`src/rtl/core/dpss_pkg.sv`:
```
// shared constants and controller/datapath types for the dual playhead step sequencer
// no dependencies
`timescale 1ns / 1ps

package dpss_pkg;

  localparam int MAX_STEPS   = 16;
  localparam int SHORT_STEPS = 8;

  localparam int COL_W  = 4;
  localparam int ROW_W  = 3;
  localparam int AMT_W  = 8;
  localparam int CNT_W  = 7;
  localparam int POS_W  = 4;
  localparam int PAT_W  = 4;
  localparam int SIZE_W = $clog2(MAX_STEPS) + 1;
  localparam int HEADS  = 2;

  localparam int CFG_ADDR_W = 3;
  localparam int CFG_DATA_W = 32;
  localparam logic [0:0] REG_LONG_PATTERN = 1'b0;

  localparam logic MODE_TICK = 1'b0;
  localparam logic MODE_KEY  = 1'b1;

  typedef struct packed {
    logic load_tick;
    logic step;
    logic key_loop;
    logic rd_key;
    logic tgl_write;
    logic rd_heads;
    logic emit;
  } dpss_cmd_t;

  typedef struct packed {
    logic cnt_zero;
    logic out_busy;
  } dpss_sts_t;

endpackage

```
`src/rtl/core/dpss_chan_if.sv`:
```
// valid/ready channel interfaces for the input word and the result word
// depends on dpss_pkg
`timescale 1ns / 1ps

interface dpss_in_if
  import dpss_pkg::*;
();
  logic                    valid;
  logic                    ready;
  logic                    mode;
  logic signed [AMT_W-1:0] step_amount;
  logic [COL_W-1:0]        key_column;
  logic [ROW_W-1:0]        key_row;
  logic                    key_down;

  modport source (output valid, mode, step_amount, key_column, key_row, key_down,
                  input ready);
  modport sink (input valid, mode, step_amount, key_column, key_row, key_down,
                output ready);
endinterface

interface dpss_out_if
  import dpss_pkg::*;
();
  logic             valid;
  logic             ready;
  logic [PAT_W-1:0] pattern_first;
  logic [POS_W-1:0] position_first;
  logic [PAT_W-1:0] pattern_second;
  logic [POS_W-1:0] position_second;

  modport source (output valid, pattern_first, position_first, pattern_second,
                  position_second, input ready);
  modport sink (input valid, pattern_first, position_first, pattern_second,
                position_second, output ready);
endinterface

```
`src/rtl/core/dual_playhead_step_sequencer_top.sv`:
```
// Dual playhead step sequencer. One word is taken at a time. A tick word moves both
// playheads by its amount, saturated to +-127, one unit per clock cycle, but a playhead
// whose loop start was set since the last result holds still. One result is given, and
// the next word is taken once it is in the output register, even while it waits there.
// A loop-point key press sets a loop point; a pattern key press reads then writes the
// pattern memory. The per-unit playhead stepper sets the tick latency. Key events give
// no result. long_pattern at byte address 0 selects 16 active steps instead of 8.
// top level: depends on dpss_pkg, dpss_chan_if, dpss_cfg, dpss_ctrl, dpss_dp
`timescale 1ns / 1ps

module dual_playhead_step_sequencer_top
  import dpss_pkg::*;
(
  input  logic                  clk,
  input  logic                  rst_n,
  dpss_in_if.sink               in_word,
  dpss_out_if.source            out_word,
  input  logic                  cfg_psel,
  input  logic                  cfg_penable,
  input  logic                  cfg_pwrite,
  input  logic [CFG_ADDR_W-1:0] cfg_paddr,
  input  logic [CFG_DATA_W-1:0] cfg_pwdata,
  output logic [CFG_DATA_W-1:0] cfg_prdata,
  output logic                  cfg_pready
);

  logic      long_pattern;
  dpss_cmd_t cmd;
  dpss_sts_t sts;

  dpss_cfg u_cfg (
    .clk          (clk),
    .rst_n        (rst_n),
    .psel         (cfg_psel),
    .penable      (cfg_penable),
    .pwrite       (cfg_pwrite),
    .paddr        (cfg_paddr),
    .pwdata       (cfg_pwdata),
    .prdata       (cfg_prdata),
    .pready       (cfg_pready),
    .long_pattern (long_pattern)
  );

  dpss_ctrl u_ctrl (
    .clk            (clk),
    .rst_n          (rst_n),
    .in_valid       (in_word.valid),
    .in_mode        (in_word.mode),
    .in_key_down    (in_word.key_down),
    .in_key_pattern (in_word.key_row[ROW_W-1]),
    .in_ready       (in_word.ready),
    .sts            (sts),
    .cmd            (cmd)
  );

  dpss_dp u_dp (
    .clk                 (clk),
    .rst_n               (rst_n),
    .cmd                 (cmd),
    .sts                 (sts),
    .long_pattern        (long_pattern),
    .in_step_amount      (in_word.step_amount),
    .in_key_column       (in_word.key_column),
    .in_key_row          (in_word.key_row),
    .out_valid           (out_word.valid),
    .out_ready           (out_word.ready),
    .out_pattern_first   (out_word.pattern_first),
    .out_position_first  (out_word.position_first),
    .out_pattern_second  (out_word.pattern_second),
    .out_position_second (out_word.position_second)
  );

endmodule

```
`src/rtl/core/dpss_cfg.sv`:
```
// apb-style configuration register block holding the pattern length select
// depends on dpss_pkg
`timescale 1ns / 1ps

module dpss_cfg
  import dpss_pkg::*;
(
  input  logic                  clk,
  input  logic                  rst_n,
  input  logic                  psel,
  input  logic                  penable,
  input  logic                  pwrite,
  input  logic [CFG_ADDR_W-1:0] paddr,
  input  logic [CFG_DATA_W-1:0] pwdata,
  output logic [CFG_DATA_W-1:0] prdata,
  output logic                  pready,
  output logic                  long_pattern
);

  logic long_pattern_r;
  logic long_pattern_nxt;
  logic hit;

  assign hit = (paddr[2] == REG_LONG_PATTERN);

  always_comb begin
    long_pattern_nxt = long_pattern_r;
    if (psel && penable && pwrite && hit) begin
      long_pattern_nxt = pwdata[0];
    end
  end

  always_ff @(posedge clk) begin
    if (!rst_n) begin
      long_pattern_r <= 1'b0;
    end else begin
      long_pattern_r <= long_pattern_nxt;
    end
  end

  assign prdata       = hit ? {{(CFG_DATA_W-1){1'b0}}, long_pattern_r} : '0;
  assign pready       = 1'b1;
  assign long_pattern = long_pattern_r;

endmodule

```
`src/rtl/core/dpss_ctrl.sv`:
```
// sequencer state machine: accepts words, runs unit steps, reads the pattern, emits results
// depends on dpss_pkg
`timescale 1ns / 1ps

module dpss_ctrl
  import dpss_pkg::*;
(
  input  logic      clk,
  input  logic      rst_n,
  input  logic      in_valid,
  input  logic      in_mode,
  input  logic      in_key_down,
  input  logic      in_key_pattern,
  output logic      in_ready,
  input  dpss_sts_t sts,
  output dpss_cmd_t cmd
);

  localparam logic [2:0] ST_IDLE = 3'd0;
  localparam logic [2:0] ST_MOVE = 3'd1;
  localparam logic [2:0] ST_READ = 3'd2;
  localparam logic [2:0] ST_EMIT = 3'd3;
  localparam logic [2:0] ST_TGL  = 3'd4;

  logic [2:0] state_r;
  logic [2:0] state_nxt;

  assign in_ready = (state_r == ST_IDLE);

  always_comb begin
    state_nxt = state_r;
    cmd       = '0;
    unique case (state_r)
      ST_IDLE: begin
        if (in_valid) begin
          if (in_mode == MODE_TICK) begin
            cmd.load_tick = 1'b1;
            state_nxt     = ST_MOVE;
          end else if (in_key_down) begin
            if (in_key_pattern) begin
              cmd.rd_key = 1'b1;
              state_nxt  = ST_TGL;
            end else begin
              cmd.key_loop = 1'b1;
            end
          end
        end
      end
      ST_MOVE: begin
        if (sts.cnt_zero) begin
          state_nxt = ST_READ;
        end else begin
          cmd.step = 1'b1;
        end
      end
      ST_READ: begin
        cmd.rd_heads = 1'b1;
        state_nxt    = ST_EMIT;
      end
      ST_EMIT: begin
        if (!sts.out_busy) begin
          cmd.emit  = 1'b1;
          state_nxt = ST_IDLE;
        end
      end
      ST_TGL: begin
        cmd.tgl_write = 1'b1;
        state_nxt     = ST_IDLE;
      end
      default: begin
        state_nxt = ST_IDLE;
      end
    endcase
  end

  always_ff @(posedge clk) begin
    if (!rst_n) begin
      state_r <= ST_IDLE;
    end else begin
      state_r <= state_nxt;
    end
  end

endmodule

```
`src/rtl/core/dpss_dp.sv`:
```
// datapath: playhead and loop registers, unit step logic, pattern memory, result register
// depends on dpss_pkg
`timescale 1ns / 1ps

module dpss_dp
  import dpss_pkg::*;
(
  input  logic                    clk,
  input  logic                    rst_n,
  input  dpss_cmd_t               cmd,
  output dpss_sts_t               sts,
  input  logic                    long_pattern,
  input  logic signed [AMT_W-1:0] in_step_amount,
  input  logic [COL_W-1:0]        in_key_column,
  input  logic [ROW_W-1:0]        in_key_row,
  output logic                    out_valid,
  input  logic                    out_ready,
  output logic [PAT_W-1:0]        out_pattern_first,
  output logic [POS_W-1:0]        out_position_first,
  output logic [PAT_W-1:0]        out_pattern_second,
  output logic [POS_W-1:0]        out_position_second
);

  localparam int DEPTH = 1 << COL_W;

  logic [POS_W-1:0] pos_r   [HEADS];
  logic [POS_W-1:0] start_r [HEADS];
  logic [POS_W-1:0] end_r   [HEADS];
  logic [POS_W-1:0] len_r   [HEADS];
  logic [HEADS-1:0] cut_r;
  logic [CNT_W-1:0] cnt_r;
  logic             dir_r;
  logic             out_valid_r;

  logic [COL_W-1:0] key_col_r;
  logic [1:0]       key_bit_r;

  logic [PAT_W-1:0] pat_mem [DEPTH];
  logic [DEPTH-1:0] pat_vld_r;
  logic [PAT_W-1:0] rd_a_r;
  logic [PAT_W-1:0] rd_b_r;
  logic             vld_a_r;
  logic             vld_b_r;
  logic [COL_W-1:0] rd_a_addr;
  logic [PAT_W-1:0] data_a;
  logic [PAT_W-1:0] data_b;
  logic [PAT_W-1:0] tgl_data;

  logic [PAT_W-1:0] out_pat0_r;
  logic [POS_W-1:0] out_pos0_r;
  logic [PAT_W-1:0] out_pat1_r;
  logic [POS_W-1:0] out_pos1_r;

  logic [SIZE_W-1:0] size;
  logic [SIZE_W-1:0] size_m1;
  logic [CNT_W-1:0]  mag;
  logic [POS_W-1:0]  step_nxt [HEADS];

  logic              kh;
  logic [SIZE_W-1:0] new_end;
  logic [SIZE_W-1:0] new_len;

  assign size    = long_pattern ? SIZE_W'(MAX_STEPS) : SIZE_W'(SHORT_STEPS);
  assign size_m1 = size - SIZE_W'(1);

  // saturate to +-127 and take the magnitude
  always_comb begin
    if (in_step_amount == {1'b1, {(AMT_W-1){1'b0}}}) begin
      mag = {CNT_W{1'b1}};
    end else if (in_step_amount[AMT_W-1]) begin
      mag = CNT_W'(-in_step_amount);
    end else begin
      mag = in_step_amount[CNT_W-1:0];
    end
  end

  // one unit of movement per head
  always_comb begin
    logic [SIZE_W-1:0] fwd;
    for (int h = 0; h < HEADS; h++) begin
      fwd = {1'b0, pos_r[h]} + SIZE_W'(1);
      if (!dir_r) begin
        if (pos_r[h] == end_r[h]) begin
          step_nxt[h] = start_r[h];
        end else if (fwd == size) begin
          step_nxt[h] = '0;
        end else begin
          step_nxt[h] = fwd[POS_W-1:0];
        end
      end else begin
        if (pos_r[h] == start_r[h]) begin
          step_nxt[h] = end_r[h];
        end else if (pos_r[h] == '0) begin
          step_nxt[h] = size_m1[POS_W-1:0];
        end else begin
          step_nxt[h] = pos_r[h] - POS_W'(1);
        end
      end
    end
  end

  // loop point edits
  assign kh = in_key_row[1];

  always_comb begin
    new_end = {1'b0, in_key_column} + {1'b0, len_r[kh]};
    if (new_end > size_m1) begin
      new_end = new_end - size;
    end
    new_len = {1'b0, in_key_column} - {1'b0, start_r[kh]};
    if (new_len[SIZE_W-1]) begin
      new_len = new_len + size;
    end
  end

  always_ff @(posedge clk) begin
    if (!rst_n) begin
      for (int h = 0; h < HEADS; h++) begin
        pos_r[h]   <= '0;
        start_r[h] <= '0;
        end_r[h]   <= POS_W'(7);
        len_r[h]   <= POS_W'(7);
      end
      cut_r       <= '0;
      cnt_r       <= '0;
      dir_r       <= 1'b0;
      out_valid_r <= 1'b0;
      pat_vld_r   <= '0;
    end else begin
      if (cmd.load_tick) begin
        dir_r <= in_step_amount[AMT_W-1];
        cnt_r <= mag;
      end
      if (cmd.step) begin
        cnt_r <= cnt_r - CNT_W'(1);
        for (int h = 0; h < HEADS; h++) begin
          if (!cut_r[h]) begin
            pos_r[h] <= step_nxt[h];
          end
        end
      end
      if (cmd.key_loop) begin
        if (in_key_row[0]) begin
          end_r[kh] <= in_key_column;
          len_r[kh] <= new_len[POS_W-1:0];
        end else begin
          start_r[kh] <= in_key_column;
          pos_r[kh]   <= in_key_column;
          end_r[kh]   <= new_end[POS_W-1:0];
          cut_r[kh]   <= 1'b1;
        end
      end
      if (cmd.tgl_write) begin
        pat_vld_r[key_col_r] <= 1'b1;
      end
      if (cmd.emit) begin
        cut_r       <= '0;
        out_valid_r <= 1'b1;
      end else if (out_ready) begin
        out_valid_r <= 1'b0;
      end
    end
  end

  // pattern memory, two registered read ports
  assign rd_a_addr = cmd.rd_key ? in_key_column : pos_r[0];

  always_ff @(posedge clk) begin
    if (cmd.tgl_write) begin
      pat_mem[key_col_r] <= tgl_data;
    end
    if (cmd.rd_key || cmd.rd_heads) begin
      rd_a_r  <= pat_mem[rd_a_addr];
      vld_a_r <= pat_vld_r[rd_a_addr];
    end
    if (cmd.rd_heads) begin
      rd_b_r  <= pat_mem[pos_r[1]];
      vld_b_r <= pat_vld_r[pos_r[1]];
    end
    if (cmd.rd_key) begin
      key_col_r <= in_key_column;
      key_bit_r <= in_key_row[1:0];
    end
  end

  assign data_a   = vld_a_r ? rd_a_r : '0;
  assign data_b   = vld_b_r ? rd_b_r : '0;
  assign tgl_data = data_a ^ (PAT_W'(1) << key_bit_r);

  always_ff @(posedge clk) begin
    if (cmd.emit) begin
      out_pat0_r <= data_a;
      out_pos0_r <= pos_r[0];
      out_pat1_r <= data_b;
      out_pos1_r <= pos_r[1];
    end
  end

  assign sts.cnt_zero = (cnt_r == '0);
  assign sts.out_busy = out_valid_r && !out_ready;

  assign out_valid           = out_valid_r;
  assign out_pattern_first   = out_pat0_r;
  assign out_position_first  = out_pos0_r;
  assign out_pattern_second  = out_pat1_r;
  assign out_position_second = out_pos1_r;

endmodule
```
`src/flat_wrapper.sv`:
```
// flat-port wrapper written by rule: the top's interface ports become plain ports
module dual_playhead_step_sequencer_top_flat import dpss_pkg::*;
  (clk, rst_n, cfg_psel, cfg_penable, cfg_pwrite, cfg_paddr, cfg_pwdata, cfg_prdata, cfg_pready, in_word_valid, in_word_mode, in_word_step_amount, in_word_key_column, in_word_key_row, in_word_key_down, in_word_ready, out_word_valid, out_word_pattern_first, out_word_position_first, out_word_pattern_second, out_word_position_second, out_word_ready);
  dpss_in_if in_word_i ();
  dpss_out_if out_word_i ();
  input  logic clk;
  input  logic rst_n;
  input  logic cfg_psel;
  input  logic cfg_penable;
  input  logic cfg_pwrite;
  input  logic [CFG_ADDR_W-1:0] cfg_paddr;
  input  logic [CFG_DATA_W-1:0] cfg_pwdata;
  output logic [CFG_DATA_W-1:0] cfg_prdata;
  output logic cfg_pready;
  input wire logic [$bits(in_word_i.valid)-1:0] in_word_valid;
  input wire logic [$bits(in_word_i.mode)-1:0] in_word_mode;
  input wire logic [$bits(in_word_i.step_amount)-1:0] in_word_step_amount;
  input wire logic [$bits(in_word_i.key_column)-1:0] in_word_key_column;
  input wire logic [$bits(in_word_i.key_row)-1:0] in_word_key_row;
  input wire logic [$bits(in_word_i.key_down)-1:0] in_word_key_down;
  output wire logic [$bits(in_word_i.ready)-1:0] in_word_ready;
  output wire logic [$bits(out_word_i.valid)-1:0] out_word_valid;
  output wire logic [$bits(out_word_i.pattern_first)-1:0] out_word_pattern_first;
  output wire logic [$bits(out_word_i.position_first)-1:0] out_word_position_first;
  output wire logic [$bits(out_word_i.pattern_second)-1:0] out_word_pattern_second;
  output wire logic [$bits(out_word_i.position_second)-1:0] out_word_position_second;
  input wire logic [$bits(out_word_i.ready)-1:0] out_word_ready;
  assign in_word_i.valid = in_word_valid;
  assign in_word_i.mode = in_word_mode;
  assign in_word_i.step_amount = in_word_step_amount;
  assign in_word_i.key_column = in_word_key_column;
  assign in_word_i.key_row = in_word_key_row;
  assign in_word_i.key_down = in_word_key_down;
  assign in_word_ready = in_word_i.ready;
  assign out_word_valid = out_word_i.valid;
  assign out_word_pattern_first = out_word_i.pattern_first;
  assign out_word_position_first = out_word_i.position_first;
  assign out_word_pattern_second = out_word_i.pattern_second;
  assign out_word_position_second = out_word_i.position_second;
  assign out_word_i.ready = out_word_ready;
  dual_playhead_step_sequencer_top u_core (.clk(clk), .rst_n(rst_n), .in_word(in_word_i), .out_word(out_word_i), .cfg_psel(cfg_psel), .cfg_penable(cfg_penable), .cfg_pwrite(cfg_pwrite), .cfg_paddr(cfg_paddr), .cfg_pwdata(cfg_pwdata), .cfg_prdata(cfg_prdata), .cfg_pready(cfg_pready));
endmodule
```
`config.mk`:
```
export PLATFORM = sky130hd
export DESIGN_NAME = dual_playhead_step_sequencer_top_flat
export DESIGN_NICKNAME = d
export VERILOG_FILES = /design/src/rtl/core/dpss_pkg.sv /design/src/rtl/core/dpss_chan_if.sv /design/src/rtl/core/dual_playhead_step_sequencer_top.sv /design/src/rtl/core/dpss_cfg.sv /design/src/rtl/core/dpss_ctrl.sv /design/src/rtl/core/dpss_dp.sv /design/src/flat_wrapper.sv
export SDC_FILE = /design/constraint.sdc
export NUM_CORES = 1
export LEC_CHECK = 0
export ABC_AREA = 0
export ABC_CLOCK_PERIOD_IN_PS = 4600
export BUFFER_PORTS_ARGS = -buffer_cell sky130_fd_sc_hd__clkbuf_2
export CORE_ASPECT_RATIO = 0.5
export CORE_MARGIN = 8
export CORE_UTILIZATION = 59
export CTS_CLUSTER_DIAMETER = 120
export DETAILED_ROUTE_END_ITERATION = 12
export PLACE_DENSITY = 0.8
export SYNTH_ARGS = -nofsm -noshare
export SYNTH_HDL_FRONTEND = slang
export SYNTH_SLANG_ARGS = --single-unit
```
`constraint.sdc`:
```
create_clock -name clk -period 4.6 [get_ports clk]
set_input_delay 0.46 -clock clk [delete_from_list [all_inputs] [get_ports clk]]
set_output_delay 0.46 -clock clk [all_outputs]
set_load 0.02 [all_outputs]
```
---- After elaboration in Yosys (flattened, before gate mapping) ----
Memories as Yosys holds them, arrays and structs flattened. A register that Yosys moved wholly into a read port is not among the register bits.
Cells that the tools add are included.
storage, ports and cells
  RAM bits ................................ 96
  logic and storage cells ................. 171
  output and inout bits ................... 51
  memories ................................ 5
  input port bits ......................... 59
  register bits ........................... 55
memories
  name                 words  bits a word  read ports  clocked after memory_dff  write ports  RTL line       RTL
  u_core.u_dp.pat_mem  16     4            2           2                         1            dpss_dp.sv:38  logic [PAT_W-1:0] pat_mem [DEPTH];
  u_core.u_dp.end_r    2      4            2           0                         2            dpss_dp.sv:28  logic [POS_W-1:0] end_r [HEADS];
  u_core.u_dp.len_r    2      4            1           0                         2            dpss_dp.sv:29  logic [POS_W-1:0] len_r [HEADS];
  u_core.u_dp.pos_r    2      4            2           0                         2            dpss_dp.sv:26  logic [POS_W-1:0] pos_r [HEADS];
  u_core.u_dp.start_r  2      4            3           0                         2            dpss_dp.sv:27  logic [POS_W-1:0] start_r [HEADS];
operators by class
  reduce and logical (&&, ||, !) cells .... 21
  order comparisons ....................... 7
  add/subtract/negate cells ............... 11
  eq/ne operators ......................... 16
  multiplexer cells ....................... 86
  shift operators ......................... 1
  bitwise logic cells ..................... 9
operators with widths
  kind                                                                   number
  4-bit 2-to-1 mux                                                       21
  1-bit 2-to-1 mux                                                       45
  7-bit 2-to-1 mux                                                       4
  3-bit 2-to-1 mux                                                       6
  4-bit equality test                                                    4
  16-bit bitwise OR                                                      1
  4-bit OR reduction                                                     4
  4-bit by 5-bit < comparator with 1-bit output, second input constant   3
  3-bit one-hot mux with 4 select lines                                  1
  4-bit by 1-bit adder with 5-bit output, second input constant          2
  5-bit equality test                                                    2
  1-bit binary-select mux with 4-bit select                              2
  8-bit equality test, second input constant                             1
  4-bit zero test                                                        2
  2-bit 2-to-1 mux                                                       4
  4-bit by 1-bit subtractor with 4-bit output, second input constant     2
  7-bit zero test                                                        1
  7-bit negation                                                         1
  7-bit by 1-bit subtractor with 7-bit output, second input constant     1
  3-bit by 2-bit equality test with 1-bit output, second input constant  2
  1-bit logical AND                                                      6
  3-bit inequality test, second input constant                           2
  4-bit by 4-bit adder with 5-bit output                                 1
  5-bit greater-than comparator                                          1
  other kinds (26)                                                       32

---- Logic depth before layout (Yosys ltp) ----
Gate-level depths: netlist of run 1.
  depth after elaboration ................. 11
  gate-level depth with buffers ........... 13
  depth with buffers taken out ............ 11

---- Hierarchy ----
A second synthesis of run 1 with hierarchy kept.
unflattened totals
  cell total of the unflattened synthesis .. 671
  area total of the unflattened synthesis .. 8393.0 um^2
by module, submodules not included
  module     area each (um^2)  times used  sequential area each (um^2)  cells each
  dpss_dp    7876.3            1           4384.2                       604
  dpss_cfg   315.3             1           20.0                         40
  dpss_ctrl  201.4             1           60.1                         27

---- Worst setup path before layout of run 1 ----
OpenSTA, ideal clock, no wires.
  path kind ............................... input to register
  from .................................... input port in_word_key_row[1]
  to ...................................... memory u_core.u_dp.end_r[0][3] (data pin)
  arrival ................................. 3.296 ns
  slack ................................... 1.029 ns
  library setup time ...................... 0.275 ns
  data required time ...................... 4.325 ns
  buffers on the path ..................... 2
  stages on the path ...................... 13
  path through ............................ clkbuf_1 -> clkbuf_1 -> mux2_2 -> ha_1 -> a21o_1 -> a21oi_1 -> xnor2_1 -> ha_1 -> nand4_1 -> a221oi_1 -> mux2_2 -> mux2i_1 -> nor3_1
RTL lines
  element      RTL line            RTL
  from (decl)  flat_wrapper.sv:19  input wire logic [$bits(in_word_i.key_row)-1:0] in_word_key_row;
  to (decl)    dpss_dp.sv:28

==> impl_results.md, run 1 <==
- Initial core utilization: 61.0%
- Longest Clk Path Bufs: 2
- Synthesized area per cell: 10.7 µm²
- Period minus WS final: 3000 ps
- Yosys reg bits: 159
- Arrival @ worst endpoint: 3170 ps
- Clk_skew: 11.8 ps
- Drt pass-1 iters: 5
- Critical Path End Type: flop
- Worst skew pair latency: 430 ps
- Die ar.: 0.0207 mm²
- Layout Nets: 992
- Die H: 106 µm
- CTS buffer count: 17
- CTS tree: built
- # Post-CTS Setup Buffers: 0
- Status: finished, final reports clean
- Total track usage: 24.6%
- EDFF count, synth: 128
- Vias in the first global route: 7343
- CTS root buffer: clkbuf_16
- CTS Hold Bufs: 0
- Layout cells sized above 1: 15.2%
- Max-Cap Viols: 0
- FMAX: 333 MHz
- Initial antenna violation count: 1
- H-tree depth: 4
- Slew @ Worst Pin: 1190 ps
- Warnings, synthesis: 0
- Main flop type after synthesis: edfxtp_1
- Crit-path max FO: 2
- Setup CP Type: reg2reg
- # setup viols final: 0
- Most frequent cells in the layout: edfxtp_1, nand2_1, nor2_1
- Filler instances: 1147
- Peak VDD IR: 329 µV
- Drt wl/cell: 22.8 µm
- Post-synthesis sequential area ratio: 46.8%
- Ys async rst share: 0%
- Largest net degree at the start of global routing: 50
- Ranking of synthesized cells by area: edfxtp_1, mux2i_1, dfxtp_1, mux4_2, nand2_1
- I/O pins: 110
- Final hold viol count: 0
- Final ANT Viol Nets: 0
- Synth cell types: 74
- Final period utilization: 65.2%
- Post-Route WL: 25800 µm
- Drt drc: 0
- CP startpoint kind: flop
- Most common cell after layout, fill and taps aside: edfxtp_1
- Core ar.: 0.0156 mm²
- Initial DRC Count: 1169
- Static Leak: 3.81 nW
- Dpl hpwl: 17500 µm
- Max-slew violations: 0
- Rel. slew slack: 19.8%
- Area grow syn2layout: 8.65%
- Area share of the largest cell type after synthesis: 40.3%
- Worst Path Required: 4770 ps
- Final instance area: 0.0104 mm²
- ANT cells: 0
- Routability Congestion: 0.946
- Synth area leader: edfxtp_1
- Unrepaired setup endpoints after global routing: no
- PortBufs: 44
- Power, Total: 0.00393 W
- Syn Inst Count: 893
- Setup TNS: 0 ps
- Clock-pin slew on the worst setup and hold paths: 70 ps
- First-pass GRT wire length: 39900 µm
- Clk sinks: 159
- Number of vias per cell: 6.75
- Via count: 7635
- Total gr overflow: 0
- Post-CTS sizing: 0
- Share of the core filled with cells: 66.3%
- Synthesized area: 0.00953 mm²
- Die X: 196 µm
- Row count: 32
- Pwr per Cell Area: 380 mW/mm²
- HP Class: in2reg
- Placed cell area: 0.00972 mm²
==> worst paths after layout <==
kind | from | end | slack, ps | cells past startpoint
setup / recovery | u_core.u_dp.len_r[1][1] | u_core.u_dp.end_r[1][3] | 1600 | 11
hold / removal | cfg_pwdata[0] | u_core.u_cfg.long_pattern | 260 | 3
hold reg to reg | u_core.u_dp.cut_r[1] | u_core.u_dp.cut_r[1] | 490 | 2
setup reg to reg | u_core.u_dp.len_r[1][1] | u_core.u_dp.end_r[1][3] | 1600 | 11
==> stage by stage <==
stage	worst slack (ps)	instances	hold WS [ps]
final	1600	1131	264
after global routing	1490	1131	295
after detailed placement	1230	1099	475
after CTS	1590	1131	268
after global placement	1350	1099	461
after floorplan	1030	923	424
==> state kept, by name, summed over array words and instances (netlist names), 2 cells and up <==
register,count
u_core.u_dp.out_pattern_second,4
u_core.u_dp.cut_r,2
u_core.u_dp.out_position_second,4
u_core.u_dp.pos_r,8
u_core.u_ctrl.state_r,3
u_core.u_dp.cnt_r,7
u_core.u_dp.len_r,8
u_core.u_dp.out_position_first,4
u_core.u_dp.key_col_r,4
u_core.u_dp.key_bit_r,2
u_core.u_dp.pat_vld_r,16
u_core.u_dp.rd_a_r,4
u_core.u_dp.end_r,8
u_core.u_dp.start_r,8
u_core.u_dp.pat_mem,64
u_core.u_dp.rd_b_r,4
u_core.u_dp.out_pattern_first,4
==> area by class of cell <==
type | instances | area, µm² | area share (%)
clock buffers | 18 | 429 | 4.15
clock inverters | 14 | 204 | 1.97
inverters | 28 | 105 | 1.02
multi-input cells | 649 | 4560 | 44.1
flip-flops and latches | 159 | 4460 | 43.1
well taps | 204 | 255 | 2.47
repair buffers | 59 | 333 | 3.21
==> power breakdown <==
| part | internal [W] | switching [W] | total [W] |
|---|---|---|---|
| clock | 0.000921 | 0.000612 | 0.00153 |
| sequential | 0.00161 | 0.0000629 | 0.00168 |
| combinational | 0.000273 | 0.000449 | 0.000722 |
| total | 0.00281 | 0.00112 | 0.00393 |
==> critical path, stage by stage (launching register included) <==
cell and delay, ps:
edfxtp_1 380, mux2_2 310, ha_1 270, a21o_1 150, a21oi_1 180, xnor2_1 100, ha_1 300, nand4_1 110
a221oi_1 310, mux2_2 380, mux2i_1 180, nor3_1 70
==> layer usage <==
metal | wire (µm) | part of all wire [%] | GRT usage (%) | up-vias
met2 | 11600 | 45 | 39.0 | 612
met3 | 3360 | 13 | 6.89 | 106
met1 | 9760 | 38 | 30.7 | 3582
met5 | 11 | 0.043 | 0 | -
li1 | - | - | - | 3333
met4 | 1080 | 4.2 | 12.6 | 2
==> cells by family (layout without fill, tap and decap cells) <==
group	count (synthesis)	count (layout)	synth area share (%)
compound gates	200	200	13.8
xor+xnor	30	30	2.76
fa+ha+maj	19	19	2.65
buf+inv	115	119	6.45
flops	159	159	46.8
mux	96	96	13.5
other cells	2	32	0.0788
simple gates	272	272	14.0
==> synth_stat cells, drive strengths merged (25+ instances only) <==
| library cell | instances |
|---|---|
| nor2 | 69 |
| nand3 | 30 |
| mux4 | 25 |
| xnor2 | 25 |
| clkbuf | 28 |
| a211oi | 25 |
| mux2i | 63 |
| nand2 | 84 |
| dfxtp | 31 |
| inv | 27 |
| o21ai | 26 |
| edfxtp | 128 |
| buf | 59 |
| a21oi | 62 |
Note: power is estimated with default switching activity, not from simulation.
==> run 2: changes to the inputs <==
--- a/config.mk
+++ b/config.mk
@@ -6,14 +6,14 @@
 export NUM_CORES = 1
 export LEC_CHECK = 0
 export ABC_AREA = 0
-export ABC_CLOCK_PERIOD_IN_PS = 4600
+export ABC_CLOCK_PERIOD_IN_PS = 2710
 export BUFFER_PORTS_ARGS = -buffer_cell sky130_fd_sc_hd__clkbuf_2
 export CORE_ASPECT_RATIO = 0.5
 export CORE_MARGIN = 8
-export CORE_UTILIZATION = 59
+export CORE_UTILIZATION = 54
 export CTS_CLUSTER_DIAMETER = 120
 export DETAILED_ROUTE_END_ITERATION = 12
-export PLACE_DENSITY = 0.8
+export PLACE_DENSITY = 0.78
 export SYNTH_ARGS = -nofsm -noshare
 export SYNTH_HDL_FRONTEND = slang
 export SYNTH_SLANG_ARGS = --single-unit
==> constraint.sdc (replaced) <==
create_clock -name clk -period 2.71 [get_ports clk]
set_input_delay 0.271 -clock clk [delete_from_list [all_inputs] [get_ports clk]]
set_output_delay 0.271 -clock clk [all_outputs]
set_load 0.02 [all_outputs]
==> run 2 against run 1 <==
  * The run now ends with negative setup slack left
  * Count of clock-buffer cells in the layout is the same
  * Via count increased by 0.88%
  * Combinational power up 86%
  * First-iteration DRC count decreased by 6.8%
  * Wire length up 2.8%
  * Design area is 3.2% higher
  * Total power increased by 64%
  * Die area is 8.2% higher
  * Critical path depth did not move
  * Sequential power grew 69%
==> impl_results.md, run 2 (synthesized netlist as in run 1, its figures left out) <==
- H-tree depth: 4 (unchanged)
- Crit-path max FO: 2 (unchanged)
- Setup TNS: -344 ps (was 0 ps)
- # setup viols final: 2 (was 0)
- Post-route setup slack: -175 ps (was 1600 ps)
- Total track usage: 23.5% (was 24.6%)
- Worst Path Required: 2880 ps (was 4770 ps)
- Critical Path End Type: flop (unchanged)
- I/O pins: 110 (unchanged)
- Max-slew violations: 0 (unchanged)
- Sum of buffers and inverters on the critical path: 0 (unchanged)
- Unrepaired setup endpoints after global routing: yes (was no)
- Static Leak: 3.98 nW (was 3.81 nW)
- Number of vias per cell: 6.43 (was 6.75)
- Drt wl/cell: 22.1 µm (was 22.8 µm)
- Placed cell area: 0.0101 mm² (was 0.00972 mm²)
- Drt drc: 0 (unchanged)
- Violated checks: negative setup slack
- CTS buffer count: 17 (unchanged)
- CTS tree: built (unchanged)
- Total gr overflow: 0 (unchanged)
- Filler instances: 1341 (was 1147)
- Crit-path max cell delay: 390 ps (was 380 ps)
- Most frequent cells in the layout: edfxtp_1, nand2_1, nor2_1 (unchanged)
- CTS root buffer: clkbuf_16 (unchanged)
- Placed Cells: 1162 (was 1099)
- CP top delay family: multiplexers (unchanged)
- Row count: 34 (was 32)
- Clk sinks: 159 (unchanged)
- Max-Cap Viols: 0 (unchanged)
- Dpl hpwl: 18700 µm (was 17500 µm)
- Drt pass-1 iters: 6 (was 5)
- Longest Clk Path Bufs: 2 (unchanged)
- Max reg flops: 64 (unchanged)
- Worst slack, placed: -280 ps (was 1230 ps)
- Rel. slew slack: 6.75% (was 19.8%)
- Final hold viol count: 0 (unchanged)
- Final instance area: 0.0107 mm² (was 0.0104 mm²)
- Routability Congestion: 0.923 (was 0.946)
- Pwr per Cell Area: 604 mW/mm² (was 380 mW/mm²)
- PortBufs: 44 (unchanged)
- Die H: 110 µm (was 106 µm)
- Final period utilization: 106% (was 65.2%)
- CP startpoint kind: flop (unchanged)
- Arrival @ worst endpoint: 3050 ps (was 3170 ps)
- Reg with most FFs: u_core.u_dp.pat_mem (unchanged)
- Slew @ Worst Pin: 1390 ps (was 1190 ps)
- FMAX: 347 MHz (was 333 MHz)
- Peak VDD IR: 457 µV (was 329 µV)
- Worst skew pair latency: 430 ps (about the same)
- Period minus WS final: 2890 ps (was 3000 ps)
- Clk_skew: 12.1 ps (was 11.8 ps)
- First-pass GRT wire length: 40400 µm (was 39900 µm)
- Die ar.: 0.0224 mm² (was 0.0207 mm²)
- Critical path's slowest cell: edfxtp_1 (unchanged)
- Crit-path cells: mux2_4 -> ha_4 -> a21o_1 -> a21oi_2 -> xnor2_2 -> ha_1 -> nand4_1 -> a221oi_2 -> mux2_4 -> mux2i_4 -> nor3_1 (was mux2_2 -> ha_1 -> a21o_1 -> a21oi_1 -> xnor2_1 -> ha_1 -> nand4_1 -> a221oi_1 -> mux2_2 -> mux2i_1 -> nor3_1)
- Largest net degree at the start of global routing: 48 (was 50)
- Setup CP Type: reg2reg (unchanged)
- Die X: 204 µm (was 196 µm)
- Power, Total: 0.00646 W (was 0.00393 W)
- Post-route insts no fill: 1197 (was 1131)
- Initial core utilization: 55.0% (was 61.0%)
- CP dominant cell by count: mux2_4
- Initial DRC Count: 1089 (was 1169)
- Final ANT Viol Nets: 0 (unchanged)
- Initial antenna violation count: 0 (was 1)
- Vias in the first global route: 7370 (was 7343)
- Via count: 7702 (was 7635)
- HP Class: in2reg (unchanged)
- Layout Nets: 1027 (was 992)
- Layout cells sized above 1: 18.8% (was 15.2%)
- Clock-pin slew on the worst setup and hold paths: 70 ps (about the same)
- Regs by FF count: u_core.u_dp.pat_mem: 64 flops, u_core.u_dp.pat_vld_r: 16 flops (unchanged)
- Most common cell after layout, fill and taps aside: edfxtp_1 (unchanged)
- Post-Route WL: 26500 µm (was 25800 µm)
- Area grow syn2layout: 12.2% (was 8.65%)
- Status: finished with violations (was finished, final reports clean)
- CTS Hold Bufs: 0 (unchanged)
- Core ar.: 0.0173 mm² (was 0.0156 mm²)
==> run 2: area by class of cell <==
cell class                 instances  area [µm²]  area share [%]
antenna                            1        2.50          0.0234
clock buffer                      18         429            4.02
clock inverter                    14         121            1.14
inverter                          28         105           0.983
multi-input combinational        649        4610            43.2
sequential                       159        4460            41.8
tap                              234         293            2.74
timing repair buffer              94         658            6.16
==> run 2: what timing repair did <==
item                       4_1_cts  5_1_grt
gates resized for setup          2        3
setup endpoints to repair        2        3
setup buffers                    1        1
cloned                           0        0
pin swaps                        6        3
==> run 2: worst paths after layout <==
path	to	startpoint	slack [ps]	cells after the start
max	u_core.u_dp.end_r[1][3]	u_core.u_dp.len_r[0][1]	-180	11
min	u_core.u_cfg.long_pattern	cfg_pwdata[0]	80	3
max reg2reg	u_core.u_dp.end_r[1][3]	u_core.u_dp.len_r[0][1]	-180	11
min reg2reg	u_core.u_dp.cut_r[1]	u_core.u_dp.cut_r[1]	490	2
==> run 2: power breakdown <==
group          internal (W)  switching, W
Sequential          0.00274     0.0000983
Clock               0.00120       0.00107
Combinational      0.000544      0.000800
==> run 2: through the flow <==
step                utilization [%]  hold slack, ps
finish                         61.7            83.4
global route                   61.7            95.2
CTS                            61.6            78.8
detailed placement             58.3             475
global placement               58.3             457
floorplan                         -             370
==> run 2: worst reg2reg max path, delay by kind of cell, from the launching register on <==
kind | cells | cell delay, ps
compound gates | 3 | 620
xor+xnor | 1 | 90
fa+ha+maj | 2 | 520
flops | 1 | 390
mux | 3 | 800
simple gates | 2 | 190
==> run 2: metal layers <==
layer	GRT usage, %	vias to the layer above	share of wire [%]
met5	0	-	0
met4	10.6	0	3.7
met3	6.00	80	11
met2	38.1	500	46
met1	29.7	3713	40
li1	-	3409	-
